File: src/fractional_knapsack_greedy_core_assert.svh
// Assertion macros shared by the knapsack core RTL
`ifndef FRACTIONAL_KNAPSACK_GREEDY_CORE_ASSERT_SVH
`define FRACTIONAL_KNAPSACK_GREEDY_CORE_ASSERT_SVH

// condition must hold on every clock out of reset
`define FKG_ASSERT_ALWAYS(label, clk, rstn, expr) \
    label: assert property (@(posedge clk) disable iff (!(rstn)) (expr)) \
        else $error("assertion failed");

// same-cycle implication
`define FKG_ASSERT_IMPLIES(label, clk, rstn, ante, cons) \
    label: assert property (@(posedge clk) disable iff (!(rstn)) (ante) |-> (cons)) \
        else $error("assertion failed");

// next-cycle implication
`define FKG_ASSERT_NEXT(label, clk, rstn, ante, cons) \
    label: assert property (@(posedge clk) disable iff (!(rstn)) (ante) |=> (cons)) \
        else $error("assertion failed");

`endif

File: src/fkg_pkg.sv
// Types, constants and helpers for the fractional knapsack core
package fkg_pkg;

    localparam int CAP_W    = 24;
    localparam int VAL_W    = 16;
    localparam int TOTAL_W  = 30;
    localparam int QUOT_W   = 24;
    localparam int DVD_W    = 40;
    localparam int DIV_STEPS = 40;
    localparam int DIV_CNT_W = 6;
    localparam logic [TOTAL_W-1:0] PROFIT_MAX = {TOTAL_W{1'b1}};

    typedef enum logic [3:0] {
        ST_IDLE,
        ST_RD,
        ST_CMP,
        ST_WRITE,
        ST_FILL,
        ST_FRD,
        ST_FGET,
        ST_FMUL,
        ST_FDIV,
        ST_OUT
    } state_t;

    function automatic logic [TOTAL_W-1:0] sat_add(input logic [TOTAL_W-1:0] a,
                                                   input logic [QUOT_W-1:0] b);
        logic [TOTAL_W:0] s;
        s = {1'b0, a} + (TOTAL_W + 1)'(b);
        return (s > {1'b0, PROFIT_MAX}) ? PROFIT_MAX : s[TOTAL_W-1:0];
    endfunction

endpackage

File: src/fractional_knapsack_greedy_core.sv
// Fractional knapsack greedy core: insertion sort by ratio, then greedy fill
// Usage:
//   cfg_* writes the 24-bit capacity; cfg_ready is always high. Write it only
//   while the core is idle.
//   s_* takes one item (profit, weight, final flag). s_ready is high only when
//   the sequencer is idle. After the accepting edge insertion reads and shifts
//   stored entries one at a time, through the single store port and the one
//   ratio comparator.
//   An item with s_final_item high starts the fill. The fill emits one item
//   on m_* per object taken, in descending ratio order; a whole object waits
//   for the receiver, the fractional one also for the 40-step serial divider.
//   m_last_result marks the final result.
//   Items arriving with the store full are dropped and m_overflowed is set
//   on every result of that set.
//   When m_ready is low the result holds in the output register and the
//   sequencer waits. Reset (aresetn low, synchronous) empties the store and
//   clears capacity to zero.
`include "fractional_knapsack_greedy_core_assert.svh"

module fractional_knapsack_greedy_core #(
    parameter int MAX_ITEMS = 32
) (
    input  logic        aclk,
    input  logic        aresetn,
    input  logic        cfg_valid,
    output logic        cfg_ready,
    input  logic [23:0] cfg_data,
    input  logic        s_valid,
    output logic        s_ready,
    input  logic [15:0] s_item_profit,
    input  logic [15:0] s_item_weight,
    input  logic        s_final_item,
    output logic        m_valid,
    input  logic        m_ready,
    output logic [15:0] m_chosen_profit,
    output logic [15:0] m_chosen_weight,
    output logic [15:0] m_taken_weight,
    output logic        m_is_partial,
    output logic [29:0] m_running_profit,
    output logic        m_overflowed,
    output logic        m_last_result
);

    localparam int ADDR_W = $clog2(MAX_ITEMS);
    localparam int CNT_W  = $clog2(MAX_ITEMS + 1);

    fkg_pkg::state_t state_reg, state_next;

    logic [15:0]       p_reg, w_reg;
    logic              fin_reg;
    logic [ADDR_W-1:0] pos_reg, k_reg;
    logic [CNT_W-1:0]  count_reg;
    logic              drop_reg;
    logic [23:0]       cap_reg, rem_reg;
    logic [29:0]       total_reg;
    logic [31:0]       prod_reg;

    logic [15:0] out_profit_reg, out_weight_reg, out_taken_reg;
    logic        out_partial_reg, out_drop_reg, out_last_reg, m_valid_reg;

    logic              wr_en;
    logic [ADDR_W-1:0] wr_addr, rd_addr;
    logic [31:0]       wr_data, rd_data;
    logic              div_start, div_done;
    logic [23:0]       div_quot;

    logic [31:0] lhs, rhs;
    logic        shift_go, store_full, partial;
    logic [15:0] rd_p, rd_w;

    assign rd_p       = rd_data[31:16];
    assign rd_w       = rd_data[15:0];
    assign lhs        = rd_p * w_reg;
    assign rhs        = p_reg * rd_w;
    assign shift_go   = lhs < rhs;
    assign store_full = count_reg == CNT_W'(MAX_ITEMS);
    assign partial    = {8'd0, rd_w} > rem_reg;

    fkg_store #(.DEPTH(MAX_ITEMS), .ADDR_W(ADDR_W)) u_store (
        .aclk    (aclk),
        .wr_en   (wr_en),
        .wr_addr (wr_addr),
        .wr_data (wr_data),
        .rd_addr (rd_addr),
        .rd_data (rd_data)
    );

    fkg_div u_div (
        .aclk     (aclk),
        .aresetn  (aresetn),
        .start    (div_start),
        .dividend ({prod_reg, 8'd0}),
        .divisor  (out_weight_reg),
        .done     (div_done),
        .quotient (div_quot)
    );

    // next state
    always_comb begin
        state_next = state_reg;
        unique case (state_reg)
            fkg_pkg::ST_IDLE: begin
                if (s_valid) begin
                    if (store_full) begin
                        state_next = s_final_item ? fkg_pkg::ST_FILL : fkg_pkg::ST_IDLE;
                    end else if (count_reg == '0) begin
                        state_next = fkg_pkg::ST_WRITE;
                    end else begin
                        state_next = fkg_pkg::ST_RD;
                    end
                end
            end
            fkg_pkg::ST_RD:    state_next = fkg_pkg::ST_CMP;
            fkg_pkg::ST_CMP: begin
                if (!shift_go || pos_reg == ADDR_W'(1)) begin
                    state_next = fkg_pkg::ST_WRITE;
                end
            end
            fkg_pkg::ST_WRITE: state_next = fin_reg ? fkg_pkg::ST_FILL : fkg_pkg::ST_IDLE;
            fkg_pkg::ST_FILL:  state_next = (count_reg == '0) ? fkg_pkg::ST_IDLE
                                                             : fkg_pkg::ST_FRD;
            fkg_pkg::ST_FRD:   state_next = fkg_pkg::ST_FGET;
            fkg_pkg::ST_FGET:  state_next = partial ? fkg_pkg::ST_FMUL : fkg_pkg::ST_OUT;
            fkg_pkg::ST_FMUL:  state_next = fkg_pkg::ST_FDIV;
            fkg_pkg::ST_FDIV: begin
                if (div_done) begin
                    state_next = fkg_pkg::ST_OUT;
                end
            end
            fkg_pkg::ST_OUT: begin
                if (m_ready) begin
                    state_next = out_last_reg ? fkg_pkg::ST_IDLE : fkg_pkg::ST_FRD;
                end
            end
            default: state_next = fkg_pkg::ST_IDLE;
        endcase
    end

    // store and divider controls
    always_comb begin
        wr_en     = 1'b0;
        wr_addr   = pos_reg;
        wr_data   = {p_reg, w_reg};
        rd_addr   = k_reg;
        div_start = 1'b0;
        unique case (state_reg)
            fkg_pkg::ST_RD: rd_addr = pos_reg - 1'b1;
            fkg_pkg::ST_CMP: begin
                // move the entry up one slot and fetch the one below it
                if (shift_go) begin
                    wr_en   = 1'b1;
                    wr_data = rd_data;
                end
                rd_addr = pos_reg - ADDR_W'(2);
            end
            fkg_pkg::ST_WRITE: wr_en = 1'b1;
            fkg_pkg::ST_FMUL:  div_start = 1'b1;
            default: ;
        endcase
    end

    assign s_ready   = state_reg == fkg_pkg::ST_IDLE;
    assign cfg_ready = 1'b1;

    always_ff @(posedge aclk) begin
        if (!aresetn) begin
            state_reg   <= fkg_pkg::ST_IDLE;
            count_reg   <= '0;
            drop_reg    <= 1'b0;
            cap_reg     <= '0;
            m_valid_reg <= 1'b0;
        end else begin
            state_reg <= state_next;
            if (cfg_valid) begin
                cap_reg <= cfg_data;
            end
            if (state_reg == fkg_pkg::ST_IDLE && s_valid && store_full) begin
                drop_reg <= 1'b1;
            end
            if (state_reg == fkg_pkg::ST_WRITE) begin
                count_reg <= count_reg + 1'b1;
            end
            if (state_reg == fkg_pkg::ST_FILL && count_reg == '0) begin
                drop_reg <= 1'b0;
            end
            if (state_reg == fkg_pkg::ST_FGET && !partial) begin
                m_valid_reg <= 1'b1;
            end
            if (state_reg == fkg_pkg::ST_FDIV && div_done) begin
                m_valid_reg <= 1'b1;
            end
            if (state_reg == fkg_pkg::ST_OUT && m_ready) begin
                m_valid_reg <= 1'b0;
                if (out_last_reg) begin
                    count_reg <= '0;
                    drop_reg  <= 1'b0;
                end
            end
        end
    end

    always_ff @(posedge aclk) begin
        unique case (state_reg)
            fkg_pkg::ST_IDLE: begin
                if (s_valid) begin
                    p_reg   <= s_item_profit;
                    w_reg   <= s_item_weight;
                    fin_reg <= s_final_item;
                    pos_reg <= count_reg[ADDR_W-1:0];
                end
            end
            fkg_pkg::ST_CMP: begin
                if (shift_go) begin
                    pos_reg <= pos_reg - 1'b1;
                end
            end
            fkg_pkg::ST_FILL: begin
                k_reg     <= '0;
                rem_reg   <= cap_reg;
                total_reg <= '0;
            end
            fkg_pkg::ST_FGET: begin
                out_profit_reg <= rd_p;
                out_weight_reg <= rd_w;
                out_drop_reg   <= drop_reg;
                out_partial_reg <= partial;
                if (partial) begin
                    out_taken_reg <= rem_reg[15:0];
                    out_last_reg  <= 1'b1;
                    prod_reg      <= rem_reg[15:0] * rd_p;
                    rem_reg       <= '0;
                end else begin
                    out_taken_reg <= rd_w;
                    out_last_reg  <= (CNT_W'(k_reg) + 1'b1) == count_reg;
                    rem_reg       <= rem_reg - {8'd0, rd_w};
                    total_reg     <= fkg_pkg::sat_add(total_reg, {rd_p, 8'd0});
                end
            end
            fkg_pkg::ST_FDIV: begin
                if (div_done) begin
                    total_reg <= fkg_pkg::sat_add(total_reg, div_quot);
                end
            end
            fkg_pkg::ST_OUT: begin
                if (m_ready && !out_last_reg) begin
                    k_reg <= k_reg + 1'b1;
                end
            end
            default: ;
        endcase
    end

    assign m_valid          = m_valid_reg;
    assign m_chosen_profit  = out_profit_reg;
    assign m_chosen_weight  = out_weight_reg;
    assign m_taken_weight   = out_taken_reg;
    assign m_is_partial     = out_partial_reg;
    assign m_running_profit = total_reg;
    assign m_overflowed     = out_drop_reg;
    assign m_last_result    = out_last_reg;

    `FKG_ASSERT_ALWAYS(a_count_bound, aclk, aresetn, count_reg <= CNT_W'(MAX_ITEMS))
    `FKG_ASSERT_IMPLIES(a_ready_no_result, aclk, aresetn, s_ready, !m_valid_reg)
    `FKG_ASSERT_NEXT(a_set_cleared, aclk, aresetn, m_valid && m_ready && m_last_result,
                     count_reg == '0 && !drop_reg)
    `FKG_ASSERT_IMPLIES(a_div_in_state, aclk, aresetn, div_done,
                        state_reg == fkg_pkg::ST_FDIV)

endmodule

File: src/fkg_store.sv
// Sorted item store: one write port, one registered read port
module fkg_store #(
    parameter int DEPTH  = 32,
    parameter int ADDR_W = 5
) (
    input  logic              aclk,
    input  logic              wr_en,
    input  logic [ADDR_W-1:0] wr_addr,
    input  logic [31:0]       wr_data,
    input  logic [ADDR_W-1:0] rd_addr,
    output logic [31:0]       rd_data
);

    logic [31:0] mem [DEPTH];
    logic [31:0] rd_data_reg;

    always_ff @(posedge aclk) begin
        if (wr_en) begin
            mem[wr_addr] <= wr_data;
        end
        rd_data_reg <= mem[rd_addr];
    end

    assign rd_data = rd_data_reg;

endmodule

File: src/fkg_div.sv
// Bit-serial restoring divider for the fractional share
module fkg_div (
    input  logic                        aclk,
    input  logic                        aresetn,
    input  logic                        start,
    input  logic [fkg_pkg::DVD_W-1:0]   dividend,
    input  logic [fkg_pkg::VAL_W-1:0]   divisor,
    output logic                        done,
    output logic [fkg_pkg::QUOT_W-1:0]  quotient
);

    logic                          busy_reg;
    logic                          done_reg;
    logic [fkg_pkg::DIV_CNT_W-1:0] cnt_reg;
    logic [fkg_pkg::DVD_W-1:0]     dvd_reg;
    logic [fkg_pkg::VAL_W-1:0]     rem_reg;
    logic [fkg_pkg::VAL_W:0]       trial;
    logic                          fits;

    assign trial = {rem_reg, dvd_reg[fkg_pkg::DVD_W-1]};
    assign fits  = trial >= {1'b0, divisor};

    always_ff @(posedge aclk) begin
        if (!aresetn) begin
            busy_reg <= 1'b0;
            done_reg <= 1'b0;
        end else begin
            done_reg <= 1'b0;
            if (start) begin
                busy_reg <= 1'b1;
            end else if (busy_reg &&
                         cnt_reg == fkg_pkg::DIV_CNT_W'(fkg_pkg::DIV_STEPS - 1)) begin
                busy_reg <= 1'b0;
                done_reg <= 1'b1;
            end
        end
    end

    always_ff @(posedge aclk) begin
        if (start) begin
            dvd_reg <= dividend;
            rem_reg <= '0;
            cnt_reg <= '0;
        end else if (busy_reg) begin
            rem_reg <= fits ? fkg_pkg::VAL_W'(trial - {1'b0, divisor})
                            : trial[fkg_pkg::VAL_W-1:0];
            dvd_reg <= {dvd_reg[fkg_pkg::DVD_W-2:0], fits};
            cnt_reg <= cnt_reg + 1'b1;
        end
    end

    assign done     = done_reg;
    assign quotient = dvd_reg[fkg_pkg::QUOT_W-1:0];

endmodule

File: config.mk
export PLATFORM = sky130hd
export DESIGN_NAME = fractional_knapsack_greedy_core
export DESIGN_NICKNAME = d
export VERILOG_FILES = /design/src/fkg_pkg.sv /design/src/fractional_knapsack_greedy_core.sv /design/src/fkg_store.sv /design/src/fkg_div.sv
export VERILOG_INCLUDE_DIRS = /design/src /design/src/src
export SDC_FILE = /design/constraint.sdc
export NUM_CORES = 2
export LEC_CHECK = 0
export BUFFER_PORTS_ARGS = -buffer_cell sky130_fd_sc_hd__buf_2
export CORE_MARGIN = 1.5
export CORE_UTILIZATION = 50
export DETAILED_ROUTE_END_ITERATION = 10
export GPL_ROUTABILITY_DRIVEN = 0
export PLACE_DENSITY = 0.67
export SLEW_MARGIN = 5
export SYNTH_ARGS = -nofsm -noshare
export SYNTH_HDL_FRONTEND = slang
export SYNTH_SLANG_ARGS = --single-unit
export TNS_END_PERCENT = 100
File: constraint.sdc
create_clock -name aclk -period 14.6 [get_ports aclk]
set_input_delay 4.38 -clock aclk [delete_from_list [all_inputs] [get_ports aclk]]
set_output_delay 4.38 -clock aclk [all_outputs]
set_load 0.005 [all_outputs]
==> run metrics <==
status=completed; first-pass GRT wire length=353 mm; DR WL/cell=~25 µm; Crit Path Class=flop to flop; Final ANT Viol Nets=0; DRT iter0 DRCs=between 6,000 and 7,000; I/O Pins=~150; largest cells by area after synthesis=edfxtp_1 45%, fa_1 14%, ha_1 6.5%; CTS tree=built; die area=between 150,000 and 200,000 µm²; Slew Viols, Final=0; crit path launch type=flop; Highest Clock Rate=99.2 MHz; Ys Warns=0; RSZ-0062 raised after global routing=false; initial antenna violation count=26; root buf cell=clkbuf_16; Die Span X=~410 µm; Post-CTS Resized=0; Final nets=8,236; Commonest cells post-synth=1,236 x edfxtp_1, 1,164 x nand2_1, 773 x inv_1; Clock Pin Slew Worst Setup and Hold Paths=0.06 ns; drt pass-1 iters=6; post-synthesis sequential area ratio=a little under half; CP bufs+invs=5; number of flops mapped to enable cells by yosys=approximately 1,200; Yosys top cell area share=between 40% and 50%; Final Hold Vio Count=0; CTS Sinks=~1,300; CP top delay family=adder cells; fin crit share=slightly below 70%; Avg Cell Area, Syn=approximately 12 µm²; CTS buffer count=140; Cells after Synth=around 7,000; main flop type after synthesis=edfxtp_1; Largest register FFs=1,024; crit path max fanout=35; DR vias=between 50,000 and 60,000; overall die height=approximately 410 µm; area growth from synthesis to layout=9.25%; Worst EP required=~15 ns; gr ovfl total=0; worst skew pair latency=0.79 ns; site row count=~150; Total GRT Usage=approximately 28%; worst slack, placed=~4.7 ns; final setup skew=0.0588 ns; final setup vio count=0; pin count of the biggest net entering global routing=between 200 and 250; fraction of layout cells with a size suffix above 1=under 10%; number of buffers added on ports=about 140; hpwl dp=roughly 160 mm; routed wire length=~240 mm; cell at the slowest stage of the critical path=dfxtp_2; Sum Neg Setup Slack=0 ns; Synth Cell Area=~82,000 µm²; CORE AREA=163,000 µm²; Slowest Stage Delay on Critical Path=1.00 ns; Slew @ Worst Pin=1.32 ns; maxcap violations=0; Final WS setup=about 4.5 ns; DRC Markers=0; Post-Syn Nets=8,205; post-CTS setup buffers=0; Distinct cells, synth=83; share of flip-flops with an asynchronous set or reset=0%; Slew headroom=about an eighth; initial core utilization=around half; htree depth=4; vias in the first global route=55,200; CTS max path bufs=3; Hold Path Class=flop to flop; CP arrival=roughly 10 ns; register bit total from synthesis=between 1,000 and 1,500; fin crit period=slightly above 10 ns; CP endpoint kind=flop; most numerous cell in the Yosys netlist=edfxtp_1; cts hold-fix bufs=0; post-synth top area cell=edfxtp_1; cell mode on critical path=fa_1; Via density=a little under 6
[cells in the final DEF, fill, tap and decap left out, types with 78 or more instances in the layout]
master,n
edfxtp_1,1236
nand2_1,1163
inv_1,771
fa_1,586
ha_1,426
mux2i_1,336
and2_1,323
a21oi_1,289
a211oi_1,159
nor2_1,155
o21ai_0,147
buf_2,144
nor2b_1,142
clkbuf_16,141
buf_4,99
a21o_1,90
xnor2_1,88
dfxtp_1,83
and3_1,78
[layout make-up]
| class | instances | area (µm²) |
|---|---|---|
| Inverter | 774 | 2910 |
| Tap cell | 2175 | 2720 |
| Fill cell | 13600 | 73200 |
| Multi-Input combinational cell | 4661 | 39000 |
| Sequential cell | 1336 | 39100 |
| Antenna cell | 1 | 2.50 |
| Clock buffer | 185 | 3750 |
| Clock inverter | 75 | 792 |
| Timing Repair Buffer | 249 | 1580 |
[path summary, 6_finish.rpt]
kind | start | endpoint | slack [ns] | cells after the start
worst min-delay path | drop_reg | m_overflowed | 0.47 | 0
worst max-delay path | u_store.rd_data[21] | u_store.mem[29][7] | 4.52 | 30
worst min register to register | drop_reg | m_overflowed | 0.47 | 0
worst max register to register | u_store.rd_data[21] | u_store.mem[29][7] | 4.52 | 30
[cell families after synthesis]
group | count (synthesis) | synth area share, %
mux | 368 | 4.53
buf+inv | 1134 | 5.51
fa+ha+maj | 1012 | 20.7
other cells | 1 | 0.00456
xor+xnor | 149 | 1.59
simple gates | 2103 | 11.8
flops | 1336 | 47.5
compound gates | 1028 | 8.30
[stage by stage]
stage / std cells / hold slack [ns] / util [%] / instance area [µm²]
2_1_floorplan: 7131 / 0.406 / - / 82300
3_3_place_gp: 9192 / 0.440 / 52.3 / 85300
3_5_place_dp: 9194 / 0.447 / 52.3 / 85300
4_1_cts: 9454 / 0.462 / 55.1 / 89900
5_1_grt: 9455 / 0.483 / 55.1 / 89900
6_report: 9456 / 0.468 / 55.1 / 89900
[routing by layer]
| metal | global-route usage, % | routed length, µm | up-vias |
|---|---|---|---|
| met5 | 0 | 43 | - |
| met4 | 10.3 | 9350 | 8 |
| met3 | 5.23 | 23200 | 428 |
| met2 | 43.6 | 107000 | 2663 |
| met1 | 39.9 | 96600 | 28300 |
| li1 | - | - | 24500 |
Power is left out: the tool's default activity adds up to more than one toggle a clock period on the data nets, which glitch-free logic cannot reach.
